File: src/hdl/yazd_pkg.sv
// Shared types, constants and angle helpers for the yaw auto-zero drift trim.
// No dependencies; used by every module of the block.
`timescale 1ns / 1ps

package yazd_pkg;

  localparam int ANGLE_FRAC_BITS = 8;
  localparam int HALF_TURN       = 180 << ANGLE_FRAC_BITS;
  localparam int FULL_TURN       = 360 << ANGLE_FRAC_BITS;
  localparam bit ENABLE_TRIM_DEF = 1'b1;

  localparam int ANGLE_W     = 17;
  localparam int TIME_W      = 32;
  localparam int CFG_IDX_W   = 3;
  localparam int CFG_DATA_W  = 20;
  localparam int IN_TDATA_W  = 88;
  localparam int OUT_TDATA_W = 136;
  localparam int DIV_W       = 32;
  localparam int DIV_CNT_W   = $clog2(DIV_W);
  localparam int MS_PER_S    = 1000;

  // Wide enough for any sum or difference of two angles plus a correction
  localparam int WRAP_W     = 20;
  localparam int WRAP_ITERS = ((1 << 18) + FULL_TURN - 1) / FULL_TURN;

  typedef logic signed [WRAP_W-1:0] wrap_t;

  localparam wrap_t HALF_W = wrap_t'(HALF_TURN);
  localparam wrap_t FULL_W = wrap_t'(FULL_TURN);

  typedef enum logic [CFG_IDX_W-1:0] {
    REG_START_DELAY  = 3'd0,
    REG_STILL_WINDOW = 3'd1,
    REG_DEADBAND     = 3'd2,
    REG_MAX_ERROR    = 3'd3,
    REG_GAIN         = 3'd4,
    REG_MAX_STEP     = 3'd5,
    REG_MAX_TILT     = 3'd6,
    REG_MAX_YAW      = 3'd7
  } cfg_reg_t;

  typedef struct packed {
    logic [19:0] start_delay;
    logic [19:0] still_window;
    logic [15:0] deadband;
    logic [15:0] max_error;
    logic [16:0] gain;
    logic [15:0] max_step;
    logic [15:0] max_tilt;
    logic [16:0] max_yaw;
  } cfg_t;

  typedef struct packed {
    logic load;
    logic st1;
    logic st2;
    logic st3;
    logic div_step;
    logic emit;
  } cmd_t;

  typedef struct packed {
    logic st1_more;
    logic st2_more;
    logic st3_div;
    logic div_last;
  } status_t;

  // Map into [-HALF_TURN, HALF_TURN) by repeated full-turn steps
  function automatic wrap_t wrap_half(wrap_t d);
    wrap_t r;
    r = d;
    for (int i = 0; i < WRAP_ITERS; i++) begin
      if (r >= HALF_W) r = r - FULL_W;
      else if (r < -HALF_W) r = r + FULL_W;
    end
    return r;
  endfunction

  function automatic logic [WRAP_W-1:0] abs_w(wrap_t d);
    return d[WRAP_W-1] ? $unsigned(-d) : $unsigned(d);
  endfunction

endpackage

File: src/hdl/yazd_cfg.sv
// Configuration register file for the yaw trim; one write beat per register.
// Depends on yazd_pkg.
`timescale 1ns / 1ps

module yazd_cfg import yazd_pkg::*; (
  input  logic                  clk,
  input  logic                  rst_n,
  input  logic                  cfg_valid,
  output logic                  cfg_ready,
  input  logic [CFG_IDX_W-1:0]  cfg_index,
  input  logic [CFG_DATA_W-1:0] cfg_data,
  output cfg_t                  cfg
);

  cfg_t cfg_r;

  assign cfg_ready = 1'b1;
  assign cfg       = cfg_r;

  always_ff @(posedge clk) begin
    if (!rst_n) begin
      cfg_r.start_delay  <= '0;
      cfg_r.still_window <= '0;
      cfg_r.deadband     <= '0;
      cfg_r.max_error    <= 16'(HALF_TURN);
      cfg_r.gain         <= '0;
      cfg_r.max_step     <= 16'(HALF_TURN);
      cfg_r.max_tilt     <= 16'(HALF_TURN);
      cfg_r.max_yaw      <= 17'(FULL_TURN);
    end else if (cfg_valid) begin
      unique case (cfg_reg_t'(cfg_index))
        REG_START_DELAY:  cfg_r.start_delay  <= cfg_data;
        REG_STILL_WINDOW: cfg_r.still_window <= cfg_data;
        REG_DEADBAND:     cfg_r.deadband     <= cfg_data[15:0];
        REG_MAX_ERROR:    cfg_r.max_error    <= cfg_data[15:0];
        REG_GAIN:         cfg_r.gain         <= cfg_data[16:0];
        REG_MAX_STEP:     cfg_r.max_step     <= cfg_data[15:0];
        REG_MAX_TILT:     cfg_r.max_tilt     <= cfg_data[15:0];
        REG_MAX_YAW:      cfg_r.max_yaw      <= cfg_data[16:0];
        default: ;
      endcase
    end
  end

endmodule

File: src/hdl/yazd_ctrl.sv
// Sequencer for the yaw trim: walks one beat through its stages and the divider.
// Depends on yazd_pkg.
`timescale 1ns / 1ps

module yazd_ctrl import yazd_pkg::*; (
  input  logic    clk,
  input  logic    rst_n,
  input  logic    in_tvalid,
  output logic    in_tready,
  output logic    out_tvalid,
  input  logic    out_tready,
  input  status_t sts,
  output cmd_t    cmd
);

  typedef enum logic [5:0] {
    S_IDLE = 6'b000001,
    S_ST1  = 6'b000010,
    S_ST2  = 6'b000100,
    S_ST3  = 6'b001000,
    S_DIV  = 6'b010000,
    S_EMIT = 6'b100000
  } state_t;

  state_t state_r, state_nxt;
  logic   out_valid_r, out_valid_nxt;
  logic   slot_free;

  assign slot_free  = !out_valid_r || out_tready;
  assign in_tready  = (state_r == S_IDLE);
  assign out_tvalid = out_valid_r;

  always_comb begin
    cmd          = '0;
    cmd.load     = in_tvalid && in_tready;
    cmd.st1      = (state_r == S_ST1);
    cmd.st2      = (state_r == S_ST2);
    cmd.st3      = (state_r == S_ST3);
    cmd.div_step = (state_r == S_DIV);
    cmd.emit     = (state_r == S_EMIT) && slot_free;
  end

  always_comb begin
    state_nxt = state_r;
    unique case (state_r)
      S_IDLE: if (in_tvalid) state_nxt = S_ST1;
      S_ST1:  state_nxt = sts.st1_more ? S_ST2 : S_EMIT;
      S_ST2:  state_nxt = sts.st2_more ? S_ST3 : S_EMIT;
      S_ST3:  state_nxt = sts.st3_div ? S_DIV : S_EMIT;
      S_DIV:  if (sts.div_last) state_nxt = S_EMIT;
      S_EMIT: if (slot_free) state_nxt = S_IDLE;
      default: state_nxt = S_IDLE;
    endcase
  end

  always_comb begin
    if (cmd.emit) out_valid_nxt = 1'b1;
    else if (out_tready) out_valid_nxt = 1'b0;
    else out_valid_nxt = out_valid_r;
  end

  always_ff @(posedge clk) begin
    if (!rst_n) begin
      state_r     <= S_IDLE;
      out_valid_r <= 1'b0;
    end else begin
      state_r     <= state_nxt;
      out_valid_r <= out_valid_nxt;
    end
  end

endmodule

File: src/hdl/yazd_dp.sv
// Datapath of the yaw trim: trim state, span tracking, correction and the
// serial rate divider. Depends on yazd_pkg.
`timescale 1ns / 1ps

module yazd_dp import yazd_pkg::*; #(
  parameter bit ENABLE_TRIM = ENABLE_TRIM_DEF
) (
  input  logic                      clk,
  input  logic                      rst_n,
  input  cfg_t                      cfg,
  input  cmd_t                      cmd,
  output status_t                   sts,
  input  logic                      in_mode,
  input  logic signed [ANGLE_W-1:0] in_roll,
  input  logic signed [ANGLE_W-1:0] in_pitch,
  input  logic signed [ANGLE_W-1:0] in_yaw,
  input  logic [TIME_W-1:0]         in_time,
  output logic signed [ANGLE_W-1:0] zero_yaw,
  output logic                      still_locked,
  output logic [TIME_W-1:0]         still_ms,
  output logic [15:0]               update_count,
  output logic signed [31:0]        correction_total,
  output logic signed [31:0]        bias_rate
);

  // latched beat
  logic                      mode_r;
  logic signed [ANGLE_W-1:0] roll_r, pitch_r, yaw_r;
  logic [TIME_W-1:0]         time_r;

  // trim state
  logic                      applied_r, prev_valid_r, win_active_r, still_r, last_valid_r;
  logic [TIME_W-1:0]         apply_time_r, win_start_r, still_time_r, last_time_r;
  logic signed [ANGLE_W-1:0] ref_r, prev_roll_r, prev_pitch_r, prev_yaw_r;
  logic signed [ANGLE_W-1:0] rmin_r, rmax_r, pmin_r, pmax_r;
  logic signed [31:0]        yu_r, ymin_r, ymax_r, sum_r, rate_r;
  logic [15:0]               updates_r;

  // stage registers
  logic              step_big_r, err_neg_r;
  logic [15:0]       aerr_r;
  logic [32:0]       prod_r;
  logic [DIV_W-1:0]  rem_r, quo_r, den_r;
  logic [DIV_CNT_W-1:0] cnt_r;
  logic              rneg_r;

  // output beat
  logic signed [ANGLE_W-1:0] o_ref_r;
  logic                      o_still_r;
  logic [TIME_W-1:0]         o_still_time_r;
  logic [15:0]               o_updates_r;
  logic signed [31:0]        o_sum_r, o_rate_r;

  // stage 1
  wrap_t              dr, dp, dy, err;
  logic [WRAP_W-1:0]  aerr_w;
  logic signed [32:0] yu_sum;
  logic signed [31:0] yu_sat, y_ext;
  logic               in_delay, active, step_big;

  assign y_ext    = 32'(yaw_r);
  assign dr       = wrap_t'(roll_r) - wrap_t'(prev_roll_r);
  assign dp       = wrap_t'(pitch_r) - wrap_t'(prev_pitch_r);
  assign dy       = wrap_half(wrap_t'(yaw_r) - wrap_t'(prev_yaw_r));
  assign err      = wrap_half(wrap_t'(yaw_r) - wrap_t'(ref_r));
  assign aerr_w   = abs_w(err);
  assign yu_sum   = 33'(yu_r) + 33'(dy);
  assign yu_sat   = (yu_sum > 33'sh07FFFFFFF) ? 32'sh7FFFFFFF :
                    (yu_sum < -33'sh080000000) ? 32'sh80000000 : yu_sum[31:0];
  assign in_delay = (time_r - apply_time_r) < TIME_W'(cfg.start_delay);
  assign active   = !mode_r && ENABLE_TRIM && applied_r && !in_delay;
  assign step_big = (abs_w(dr) > WRAP_W'(cfg.max_step)) ||
                    (abs_w(dp) > WRAP_W'(cfg.max_step)) ||
                    (abs_w(dy) > WRAP_W'(cfg.max_step));

  // stage 2: window spans
  logic signed [ANGLE_W-1:0] rmin_n, rmax_n, pmin_n, pmax_n;
  logic signed [31:0]        ymin_n, ymax_n;
  logic signed [ANGLE_W:0]   rspan, pspan;
  logic signed [32:0]        yspan;
  logic                      span_bad, still_n, in_band;
  logic [TIME_W-1:0]         still_t;

  assign rmin_n   = (roll_r < rmin_r) ? roll_r : rmin_r;
  assign rmax_n   = (roll_r > rmax_r) ? roll_r : rmax_r;
  assign pmin_n   = (pitch_r < pmin_r) ? pitch_r : pmin_r;
  assign pmax_n   = (pitch_r > pmax_r) ? pitch_r : pmax_r;
  assign ymin_n   = (yu_r < ymin_r) ? yu_r : ymin_r;
  assign ymax_n   = (yu_r > ymax_r) ? yu_r : ymax_r;
  assign rspan    = (ANGLE_W+1)'(rmax_n) - (ANGLE_W+1)'(rmin_n);
  assign pspan    = (ANGLE_W+1)'(pmax_n) - (ANGLE_W+1)'(pmin_n);
  assign yspan    = 33'(ymax_n) - 33'(ymin_n);
  assign span_bad = ($unsigned(rspan) > (ANGLE_W+1)'(cfg.max_tilt)) ||
                    ($unsigned(pspan) > (ANGLE_W+1)'(cfg.max_tilt)) ||
                    ($unsigned(yspan) > 33'(cfg.max_yaw));
  assign still_t  = time_r - win_start_r;
  assign still_n  = still_t >= TIME_W'(cfg.still_window);
  assign in_band  = !(aerr_r < cfg.deadband) && !(aerr_r > cfg.max_error);

  // stage 3: correction, rounded half away from zero
  logic [33:0]        prod_rnd;
  logic [17:0]        corr_mag;
  logic signed [18:0] corr;
  logic signed [32:0] sum_add;
  logic signed [31:0] sum_sat;
  logic [TIME_W-1:0]  dt;
  wrap_t              ref_n;

  assign prod_rnd = 34'(prod_r) + 34'd32768;
  assign corr_mag = prod_rnd[33:16];
  assign corr     = err_neg_r ? -$signed({1'b0, corr_mag}) : $signed({1'b0, corr_mag});
  assign ref_n    = wrap_half(wrap_t'(ref_r) + wrap_t'(corr));
  assign sum_add  = 33'(sum_r) + 33'(corr);
  assign sum_sat  = (sum_add > 33'sh07FFFFFFF) ? 32'sh7FFFFFFF :
                    (sum_add < -33'sh080000000) ? 32'sh80000000 : sum_add[31:0];
  assign dt       = last_valid_r ? (time_r - last_time_r) : '0;

  // divider step
  logic [DIV_W:0]   trial;
  logic             qbit;
  logic [DIV_W-1:0] quo_n;

  assign trial = {rem_r, quo_r[DIV_W-1]};
  assign qbit  = trial >= {1'b0, den_r};
  assign quo_n = {quo_r[DIV_W-2:0], qbit};

  assign sts.st1_more = active && prev_valid_r;
  assign sts.st2_more = !step_big_r && win_active_r && !span_bad && still_n && in_band;
  assign sts.st3_div  = (dt != '0);
  assign sts.div_last = (cnt_r == DIV_CNT_W'(DIV_W - 1));

  always_ff @(posedge clk) begin
    if (!rst_n) begin
      applied_r    <= 1'b0;
      ref_r        <= '0;
      prev_valid_r <= 1'b0;
      win_active_r <= 1'b0;
      still_r      <= 1'b0;
      still_time_r <= '0;
      updates_r    <= '0;
      sum_r        <= '0;
      last_valid_r <= 1'b0;
      rate_r       <= '0;
    end else begin
      if (cmd.load) begin
        mode_r  <= in_mode;
        roll_r  <= in_roll;
        pitch_r <= in_pitch;
        yaw_r   <= in_yaw;
        time_r  <= in_time;
      end

      if (cmd.st1) begin
        if (mode_r || (ENABLE_TRIM && applied_r && in_delay)) begin
          prev_valid_r <= 1'b0;
          win_active_r <= 1'b0;
          still_r      <= 1'b0;
          still_time_r <= '0;
          updates_r    <= '0;
          sum_r        <= '0;
          last_valid_r <= 1'b0;
          if (mode_r) begin
            ref_r        <= ANGLE_W'(wrap_half(wrap_t'(yaw_r)));
            applied_r    <= 1'b1;
            apply_time_r <= time_r;
          end
        end else if (active) begin
          prev_roll_r  <= roll_r;
          prev_pitch_r <= pitch_r;
          prev_yaw_r   <= yaw_r;
          prev_valid_r <= 1'b1;
          if (!prev_valid_r) begin
            // first sample after the delay opens the window
            yu_r         <= y_ext;
            win_active_r <= 1'b1;
            win_start_r  <= time_r;
            rmin_r <= roll_r;  rmax_r <= roll_r;
            pmin_r <= pitch_r; pmax_r <= pitch_r;
            ymin_r <= y_ext;   ymax_r <= y_ext;
            still_r      <= 1'b0;
            still_time_r <= '0;
          end else begin
            yu_r       <= yu_sat;
            step_big_r <= step_big;
            err_neg_r  <= err[WRAP_W-1];
            aerr_r     <= aerr_w[15:0];
            prod_r     <= 33'(aerr_w[15:0]) * 33'(cfg.gain);
          end
        end
      end

      if (cmd.st2) begin
        if (step_big_r || !win_active_r || span_bad) begin
          win_active_r <= 1'b1;
          win_start_r  <= time_r;
          rmin_r <= roll_r;  rmax_r <= roll_r;
          pmin_r <= pitch_r; pmax_r <= pitch_r;
          ymin_r <= yu_r;    ymax_r <= yu_r;
          still_r      <= 1'b0;
          still_time_r <= '0;
        end else begin
          rmin_r <= rmin_n; rmax_r <= rmax_n;
          pmin_r <= pmin_n; pmax_r <= pmax_n;
          ymin_r <= ymin_n; ymax_r <= ymax_n;
          still_time_r <= still_t;
          still_r      <= still_n;
          if (still_n && !in_band) rate_r <= '0;
        end
      end

      if (cmd.st3) begin
        ref_r        <= ANGLE_W'(ref_n);
        sum_r        <= sum_sat;
        if (updates_r != 16'hFFFF) updates_r <= updates_r + 16'd1;
        last_time_r  <= time_r;
        last_valid_r <= 1'b1;
        if (dt == '0) rate_r <= '0;
        // numerator: |corr| * 1000 + dt / 2, always below 2^32
        rem_r  <= '0;
        quo_r  <= DIV_W'(corr_mag) * DIV_W'(MS_PER_S) + {1'b0, dt[TIME_W-1:1]};
        den_r  <= dt;
        rneg_r <= err_neg_r;
        cnt_r  <= '0;
      end

      if (cmd.div_step) begin
        rem_r <= qbit ? DIV_W'(trial - {1'b0, den_r}) : trial[DIV_W-1:0];
        quo_r <= quo_n;
        cnt_r <= cnt_r + 1'b1;
        // quotient stays under 2^27, so no saturation is needed
        if (sts.div_last) rate_r <= rneg_r ? -$signed(quo_n) : $signed(quo_n);
      end

      if (cmd.emit) begin
        o_ref_r        <= ref_r;
        o_still_r      <= still_r;
        o_still_time_r <= still_time_r;
        o_updates_r    <= updates_r;
        o_sum_r        <= sum_r;
        o_rate_r       <= rate_r;
      end
    end
  end

  assign zero_yaw         = o_ref_r;
  assign still_locked     = o_still_r;
  assign still_ms         = o_still_time_r;
  assign update_count     = o_updates_r;
  assign correction_total = o_sum_r;
  assign bias_rate        = o_rate_r;

endmodule

File: src/hdl/yaw_auto_zero_drift_trim.sv
// Top level of the yaw auto-zero drift trim: stream ports, config port, wiring.
// Depends on yazd_pkg, yazd_cfg, yazd_ctrl and yazd_dp.
`timescale 1ns / 1ps

// Takes one beat at a time. A beat that ends in the first stage (an apply, a
// sample before any apply, inside the start delay or with trim disabled, the
// first sample after the delay) goes straight to the output register; a sample
// that goes through the window stage without trimming leaves after it; a trim
// also passes the correction stage and, when time has passed since an earlier
// update, the 32-step radix-2 divider that forms the bias rate. The next beat
// is taken from the cycle after the result lands in the output register, even
// while it waits to be read. Angles are 1/256 degree.
module yaw_auto_zero_drift_trim import yazd_pkg::*; #(
  parameter bit ENABLE_TRIM = ENABLE_TRIM_DEF
) (
  input  logic                   clk,
  input  logic                   rst_n,
  input  logic                   in_tvalid,
  output logic                   in_tready,
  // roll[16:0], pitch[33:17], yaw[50:34], time_ms[82:51], zero pad
  input  logic [IN_TDATA_W-1:0]  in_tdata,
  // mode
  input  logic                   in_tuser,
  output logic                   out_tvalid,
  input  logic                   out_tready,
  // zero_yaw[16:0], still_locked[17], still_ms[49:18], update_count[65:50],
  // correction_total[97:66], bias_rate[129:98], zero pad
  output logic [OUT_TDATA_W-1:0] out_tdata,
  input  logic                   cfg_valid,
  output logic                   cfg_ready,
  input  logic [CFG_IDX_W-1:0]   cfg_index,
  input  logic [CFG_DATA_W-1:0]  cfg_data
);

  cfg_t    cfg;
  cmd_t    cmd;
  status_t sts;

  logic signed [ANGLE_W-1:0] zero_yaw;
  logic                      still_locked;
  logic [TIME_W-1:0]         still_ms;
  logic [15:0]               update_count;
  logic signed [31:0]        correction_total, bias_rate;

  yazd_cfg u_cfg (
    .clk       (clk),
    .rst_n     (rst_n),
    .cfg_valid (cfg_valid),
    .cfg_ready (cfg_ready),
    .cfg_index (cfg_index),
    .cfg_data  (cfg_data),
    .cfg       (cfg)
  );

  yazd_ctrl u_ctrl (
    .clk        (clk),
    .rst_n      (rst_n),
    .in_tvalid  (in_tvalid),
    .in_tready  (in_tready),
    .out_tvalid (out_tvalid),
    .out_tready (out_tready),
    .sts        (sts),
    .cmd        (cmd)
  );

  yazd_dp #(
    .ENABLE_TRIM (ENABLE_TRIM)
  ) u_dp (
    .clk              (clk),
    .rst_n            (rst_n),
    .cfg              (cfg),
    .cmd              (cmd),
    .sts              (sts),
    .in_mode          (in_tuser),
    .in_roll          (in_tdata[16:0]),
    .in_pitch         (in_tdata[33:17]),
    .in_yaw           (in_tdata[50:34]),
    .in_time          (in_tdata[82:51]),
    .zero_yaw         (zero_yaw),
    .still_locked     (still_locked),
    .still_ms         (still_ms),
    .update_count     (update_count),
    .correction_total (correction_total),
    .bias_rate        (bias_rate)
  );

  assign out_tdata = {6'b0, bias_rate, correction_total, update_count,
                      still_ms, still_locked, zero_yaw};

  // one beat in flight: no second beat taken right behind the first
  a_one_in_flight: assert property (@(posedge clk) disable iff (!rst_n)
    in_tvalid && in_tready |=> !in_tready)
    else $error("beat accepted while previous still in progress");

  // reference always shown wrapped to a half turn
  a_ref_wrapped: assert property (@(posedge clk) disable iff (!rst_n)
    out_tvalid |-> ($signed(out_tdata[16:0]) >= -HALF_TURN &&
                    $signed(out_tdata[16:0]) < HALF_TURN))
    else $error("zero_yaw outside half-turn range");

endmodule
File: config.mk
export PLATFORM = sky130hd
export DESIGN_NAME = yaw_auto_zero_drift_trim
export DESIGN_NICKNAME = d
export VERILOG_FILES = /design/src/hdl/yazd_pkg.sv /design/src/hdl/yazd_cfg.sv /design/src/hdl/yazd_ctrl.sv /design/src/hdl/yazd_dp.sv /design/src/hdl/yaw_auto_zero_drift_trim.sv
export SDC_FILE = /design/constraint.sdc
export NUM_CORES = 2
export LEC_CHECK = 0
export BUFFER_PORTS_ARGS = -buffer_cell sky130_fd_sc_hd__buf_2
export CAP_MARGIN = 15
export CORE_MARGIN = 5
export CORE_UTILIZATION = 40
export CTS_BUF_LIST = sky130_fd_sc_hd__clkbuf_8
export DETAILED_ROUTE_END_ITERATION = 16
export HOLD_SLACK_MARGIN = 0.15
export MAX_ROUTING_LAYER = met4
export PLACE_DENSITY_LB_ADDON = 0.08
export SYNTH_ARGS = -nofsm -noshare
export SYNTH_HDL_FRONTEND = slang
export SYNTH_HIERARCHICAL = 1
export SYNTH_SLANG_ARGS = --single-unit
File: constraint.sdc
create_clock -name clk -period 24.9 [get_ports clk]
set_clock_uncertainty 0.05 [all_clocks]
set_input_delay 0 -clock clk [delete_from_list [all_inputs] [get_ports clk]]
set_output_delay 0 -clock clk [all_outputs]
set_load 0.005 [all_outputs]
---- Yosys cells after proc, flatten, opt, wreduce, memory -nomap -nowiden ----
Cells that the tools add are included.
operators by class
  add/subtract/negate cells ............... 48
  $mul .................................... 2
  magnitude comparators ................... 45
  equality and inequality tests ........... 21
  mux-type cells .......................... 137
  bitwise operators ....................... 1
  reduce and logical (&&, ||, !) cells .... 63
operators with widths
  operator                                                                  count
  32-bit two-way mux                                                        44
  20-bit two-way mux                                                        31
  17-bit two-way mux                                                        28
  20-bit by 17-bit >= comparator with 1-bit output (second input constant)  11
  20-bit by 17-bit < comparator with 1-bit output (second input constant)   11
  20-bit by 18-bit adder with 20-bit output (second input constant)         9
  20-bit by 18-bit subtractor with 20-bit output (second input constant)    9
  32-bit subtractor                                                         4
  17-bit by 17-bit subtractor with 18-bit output                            6
  16-bit two-way mux                                                        5
  33-bit by 32-bit > comparator with 1-bit output (second input constant)   2
  33-bit by 32-bit < comparator with 1-bit output (second input constant)   2
  20-bit by 16-bit > comparator with 1-bit output                           3
  20-bit negation                                                           3
  18-bit by 16-bit > comparator with 1-bit output                           2
  6-bit two-way mux                                                         6
  6-bit one-hot mux with 6 select lines                                     1
  17-bit adder (second input constant)                                      2
  33-bit by 16-bit adder with 34-bit output (second input constant)         1
  17-bit > comparator                                                       2
  17-bit < comparator                                                       2
  17-bit subtractor (second input constant)                                 2
  32-bit by 19-bit adder with 33-bit output                                 1
  32-bit by 20-bit adder with 33-bit output                                 1
  other kinds (52)                                                          129
storage, ports and cells
  register bits after elaboration ......... 957
  input port bits ......................... 117
  output and inout bits ................... 139
  logic and storage cells ................. 370

---- Depth between registers and ports, before layout ----
  depth in word-level cells ............... 21
  gate-level depth with buffers ........... 55
  depth with buffers taken out ............ 51

---- Modules after synthesis ----
Netlist, hierarchy kept.
by module, submodules not included
  module                    times used  cells each  area an instance (um^2)  sequential area each (um^2)
  yazd_dp                   1           7,640       72,040.3                 22,591.7
  yazd_cfg                  1           492         5,114.9                  2,762.6
  yazd_ctrl                 1           54          409.1                    140.1
  yaw_auto_zero_drift_trim  1           8           56.3                     0.0

---- Worst setup path after synthesis ----
Ideal clock, no wire load.
  path type ............................... register -> register
  from .................................... reg u_dp.yaw_r[6]
  to ...................................... reg u_dp.prod_r[32] (data pin)
  setup time .............................. 0.260 ns
  data arrival time ....................... 10.442 ns
  required time ........................... 24.590 ns
  path slack .............................. 14.148 ns
  stages on the path, launching flop included .. 45
  buffers on the path ..................... 1
  clock period less this slack ............ 10.752 ns
  cells stage by stage .................... edfxtp_1 > ha_1 > o211ai_1 > and2_1 > a211o_1 > o21bai_1 > xor2_1 > inv_1 > ha_1 > o311ai_1 > nor2_1 > nor3_1 > o221ai_1 > nand2_1 > nand2_1 > xnor2_1 > ha_1 > inv_1 > (+9 left out) > inv_1 > fa_1 > inv_1 > fa_1 > inv_1 > fa_1 > fa_1 > inv_1 > ha_1 > o21ai_0 > a2111oi_0 > a41o_1 > a41oi_2 > a211oi_2 > o41ai_4 > o211ai_1 > a21oi_1 > xnor2_1
on the way
  cells in the longest elaborated chain, start to end .. 13
  elaborated cells between the ends (all ways) .. 22
  classes of those cells .................. 8 x add/sub; 1 x mul; 6 x order compare; 7 x mux
RTL lines
  item                                                                                                                 line            source
  start, declared                                                                                                      yazd_dp.sv:28   logic signed [ANGLE_W-1:0] roll_r, pitch_r, yaw_r;
  start signal, assigned                                                                                               yazd_dp.sv:149  yaw_r <= in_yaw;
  17-bit by 17-bit subtractor with 18-bit output (*)                                                                   yazd_dp.sv:65   assign err = wrap_half(wrap_t'(yaw_r) - wrap_t'(ref_r));
  20-bit by 18-bit adder with 20-bit output / 20-bit by 17-bit < comparator with 1-bit output (equally long branches)  yazd_pkg.sv:75  else if (r < -HALF_W) r = r + FULL_W;
  20-bit two-way mux                                                                                                   yazd_pkg.sv:75
  20-bit two-way mux (*)                                                                                               yazd_pkg.sv:74  if (r >= HALF_W) r = r - FULL_W;
  20-bit by 18-bit adder with 20-bit output / 20-bit by 17-bit < comparator with 1-bit output (equally long branches)  yazd_pkg.sv:75
  20-bit two-way mux                                                                                                   yazd_pkg.sv:75
  20-bit two-way mux (*)                                                                                               yazd_pkg.sv:74
  20-bit by 18-bit adder with 20-bit output / 20-bit by 17-bit < comparator with 1-bit output (equally long branches)  yazd_pkg.sv:75
  20-bit two-way mux                                                                                                   yazd_pkg.sv:75
  20-bit two-way mux (*)                                                                                               yazd_pkg.sv:74
  16-bit negation                                                                                                      yazd_pkg.sv:81  return d[WRAP_W-1] ? $unsigned(-d) : $unsigned(d);
  16-bit two-way mux (*)                                                                                               yazd_pkg.sv:81
  net u_dp.aerr_w[12]                                                                                                  yazd_dp.sv:56   logic [WRAP_W-1:0] aerr_w;
  16-bit by 17-bit multiplier with 33-bit output (*)                                                                   yazd_dp.sv:187  prod_r <= 33'(aerr_w[15:0]) * 33'(cfg.gain);
  end signal, assigned                                                                                                 yazd_dp.sv:187
  end, declared                                                                                                        yazd_dp.sv:42   logic [32:0] prod_r;
Mark *: on every way through the listed nets, which the timed path passes. The rest lies on a longest branch.
A chain may end at the register's enable or synchronous reset.

---- Worst setup path in the final report ----
  from .................................... reg u_dp.yaw_r[1]
  to ...................................... reg u_dp.prod_r[32] (data pin)
on the way
  elaborated cells between the ends (all ways) .. 22
  classes of those cells .................. 8 x add/sub; 1 x mul; 6 x order compare; 7 x mux
RTL lines
  item                                                                                                                 line            source
  17-bit by 17-bit subtractor with 18-bit output (*)                                                                   yazd_dp.sv:65
  20-bit by 18-bit adder with 20-bit output / 20-bit by 17-bit < comparator with 1-bit output (equally long branches)  yazd_pkg.sv:75
  20-bit two-way mux                                                                                                   yazd_pkg.sv:75
  20-bit two-way mux (*)                                                                                               yazd_pkg.sv:74
  20-bit by 18-bit adder with 20-bit output / 20-bit by 17-bit < comparator with 1-bit output (equally long branches)  yazd_pkg.sv:75
  20-bit two-way mux                                                                                                   yazd_pkg.sv:75
  20-bit two-way mux (*)                                                                                               yazd_pkg.sv:74
  20-bit by 18-bit adder with 20-bit output / 20-bit by 17-bit < comparator with 1-bit output (equally long branches)  yazd_pkg.sv:75
  20-bit two-way mux                                                                                                   yazd_pkg.sv:75
  20-bit two-way mux (*)                                                                                               yazd_pkg.sv:74
  net u_dp.err[19]                                                                                                     yazd_dp.sv:55   wrap_t dr, dp, dy, err;
  16-bit two-way mux (*)                                                                                               yazd_pkg.sv:81
  16-bit by 17-bit multiplier with 33-bit output (*)                                                                   yazd_dp.sv:187
Marks and branches as above.

==> impl_results.md <==
- Worst Max-Slew Pin Slew: 1.18 ns
- Worst setup SP type: register
- Max clock buf depth: 3
- HP Class: in2reg
- DIE AREA: 203000 um^2
- Final Hold Fails: 0
- Slew Viols, Final: 0
- Setup Buffers After CTS: 0
- Initial antenna violation count: 13
- Vias/cell: 5.28
- Num CTS Buffers: 176
- DRC viols: 0
- Synth Instances: 8194
- Syn_area_per_cell: 9.47 um^2
- Dpl hpwl: 161 mm
- DR WL/cell: 18.9 um
- Starting Density: 40.3%
- Clock tree from TritonCTS: yes
- Core Footprint: 193000 um^2
- Most frequent cells in the layout: inv_1 (1098), ha_1 (872), nand2_1 (844)
- Final core occ: 45.9%
- Dpl ws: 12.16 ns
- Critical-path maximum fanout: 18
- H-Tree Depth: 4
- CTS Sinks: 942
- Cell row count: 161
- All-Layer GR Usage: 21.6%
- Die width: 451 um
- Area of the multi-input gates: 47400 um^2
- Fillers: 18500
- Share of layout cells above drive strength 1: 10.3%
- RSZ-0062 raised after global routing: false
- Area share of the largest cell type after synthesis: 25.6%
- Count of unique library cells instantiated by Yosys: 132
- Fin nets: 10000
- Max cap viols: 0
- Routed Antenna Nets: 0
- Static leakage: 0.0391 uW
- Cell Area, Placed: 82000 um^2
- Yosys warns: 6
- Initial DRT Pass Iterations: 6
- Worst-path cell with the longest stage delay: nor3_1
- Final worst slack: 12.03 ns
- PwrDens: 54.1 nW/um^2
- I/O pins: 256
- WS Path Type: reg2reg
- Min Tclk post-route: 12.87 ns
- Vias: 60500
- Post-synth EDFFs: 663
- Pin count of the biggest net entering global routing: 115
- Leading area contributor after synthesis: edfxtp_1
- Clk slew on worst S/H paths: 0.07 ns
- Total negative slack: 0 ns
- Routed WL: 217 mm
- Final instance area: 88500 um^2
- Commonest non-fill, non-tap cell in the layout: inv_1
- Root buffer selected by CTS: clkbuf_8
- Max IR drop VDD: 0.0000755 V
- Worst-Skew Late Latency: 0.97 ns
- FMAX: 77.7 MHz
- Ys flop type: edfxtp_1
- Die height: 451 um
- Main area contributors after synthesis: edfxtp_1 (26%), ha_1 (14%), fa_1 (7.3%)
- Final period util: 51.7%
- Register bit count reported by yosys: 942
- Number of global-route vias before repair: 60500
- Arrival @ worst endpoint: 13.46 ns
- Final setup fails: 0
- FF/Latch Area: 25500 um^2
- Grt ovf: 0
- Mapped Area: 77600 um^2
- Worst path max stage delay: 0.83 ns
- DRT iter0 DRCs: 3140
- Routability cong.: 0.867
- CP required: 25.49 ns
- Status: complete, no violations
- Crit path capture type: register
- Asr flop ratio synth: 0%
- First-pass GRT wire length: 341 mm
- Number of I/O port buffers: 243
- Area Overhead vs Synth: 14.0%
- Slew headroom: 21.5%
- Sequential fraction of the synthesis area: 32.8%
-- final cells by class --
class	instances	area share (%)
clock buffer	203	3.16
inverter	1047	4.44
clock inverter	127	0.942
sequential	942	28.8
antenna	5	0.0141
tap	2526	3.57
multi-input combinational	5978	53.6
timing repair buffer	630	5.51
-- synth_stat cells (all sizes together) (112+ instances only) --
library cell	instances
a21oi	391
edfxtp	663
o21ai	500
xor2	151
mux2i	242
nor3	120
fa	284
mux2	154
dfxtp	279
inv	1044
and2	112
xnor2	288
nand2	845
nand3	127
ha	872
a21o	171
nor2	440
nor2b	116
clkbuf	167
-- path summary, 6_finish.rpt --
path / cells past startpoint / slack [ns] / start / end
max reg2reg: 41 / 12.03 / u_dp/yaw_r[1] / u_dp/prod_r[32]
max: 41 / 12.03 / u_dp/yaw_r[1] / u_dp/prod_r[32]
min reg2reg: 0 / 0.35 / u_dp/rate_r[20] / u_dp/bias_rate[20]
min: 4 / 0.26 / cfg_index[1] / u_cfg/cfg[79]
-- flip-flops by register name (all words and copies together), names as in the netlist, 32 cells and up --
| register | cells |
|---|---|
| u_dp/rem_r | 32 |
| u_dp/time_r | 32 |
| u_dp/ymax_r | 32 |
| u_dp/yu_r | 32 |
| u_dp/rate_r | 32 |
| u_dp/apply_time_r | 32 |
| u_dp/win_start_r | 32 |
| u_dp/still_ms | 32 |
| u_dp/den_r | 32 |
| u_dp/last_time_r | 32 |
| u_dp/sum_r | 32 |
| u_dp/correction_total | 32 |
| u_dp/still_time_r | 32 |
| u_dp/ymin_r | 32 |
| u_cfg/cfg | 138 |
| u_dp/bias_rate | 32 |
| u_dp/quo_r | 32 |
-- timing repair --
| item | 4_1_cts | 5_1_grt |
|---|---|---|
| resized for setup | 0 | 0 |
| hold buffers | 282 | 0 |
| endpoints found under the hold margin | 400 | 0 |
-- cell families after synthesis --
group / after synthesis / synth area share (%)
AO/OA/AOI/OAI: 1822 / 15.8
XOR/XNOR: 439 / 5.10
adder cells (fa/ha/maj): 1165 / 21.5
buffers and inverters: 1279 / 6.33
flip-flops: 942 / 32.8
multiplexers: 396 / 5.38
other: 2 / 0.00968
AND/OR/NAND/NOR: 2149 / 13.0
-- metrics by stage --
stage,hold slack (ns),instances,total power (uW)
final,0.261,11500,4790
after global routing,0.159,11500,5090
after CTS,0.151,11500,4860
after detailed placement,0.128,10800,3230
after global placement,0.128,10800,3210
after floorplan,0.0489,8199,2790
-- report_power, final --
part	switching, uW	leakage, uW	internal, uW
clock	723	0.00208	826
sequential	24.0	0.00835	1700
combinational	947	0.0287	569
-- critical path, delay by kind of cell (launching register included) --
family | cells | cell delay (ns)
adders and majority gates | 9 | 4.07
AOI/OAI and AO/OA | 14 | 3.95
and+or+nand+nor | 8 | 2.23
buffers and inverters | 7 | 1.01
xor gates and xnor gates | 3 | 0.65
DFF | 1 | 0.58
-- layer usage --
metal	routed length [um]	vias to the layer above	GRT usage, %
met3	7750	331	2.52
met1	97600	29100	27.3
met2	104000	1074	36.5
met5	0	-	-
met4	6940	0	6.53
li1	-	30000	-
Note: power is estimated with default switching activity, not from simulation.
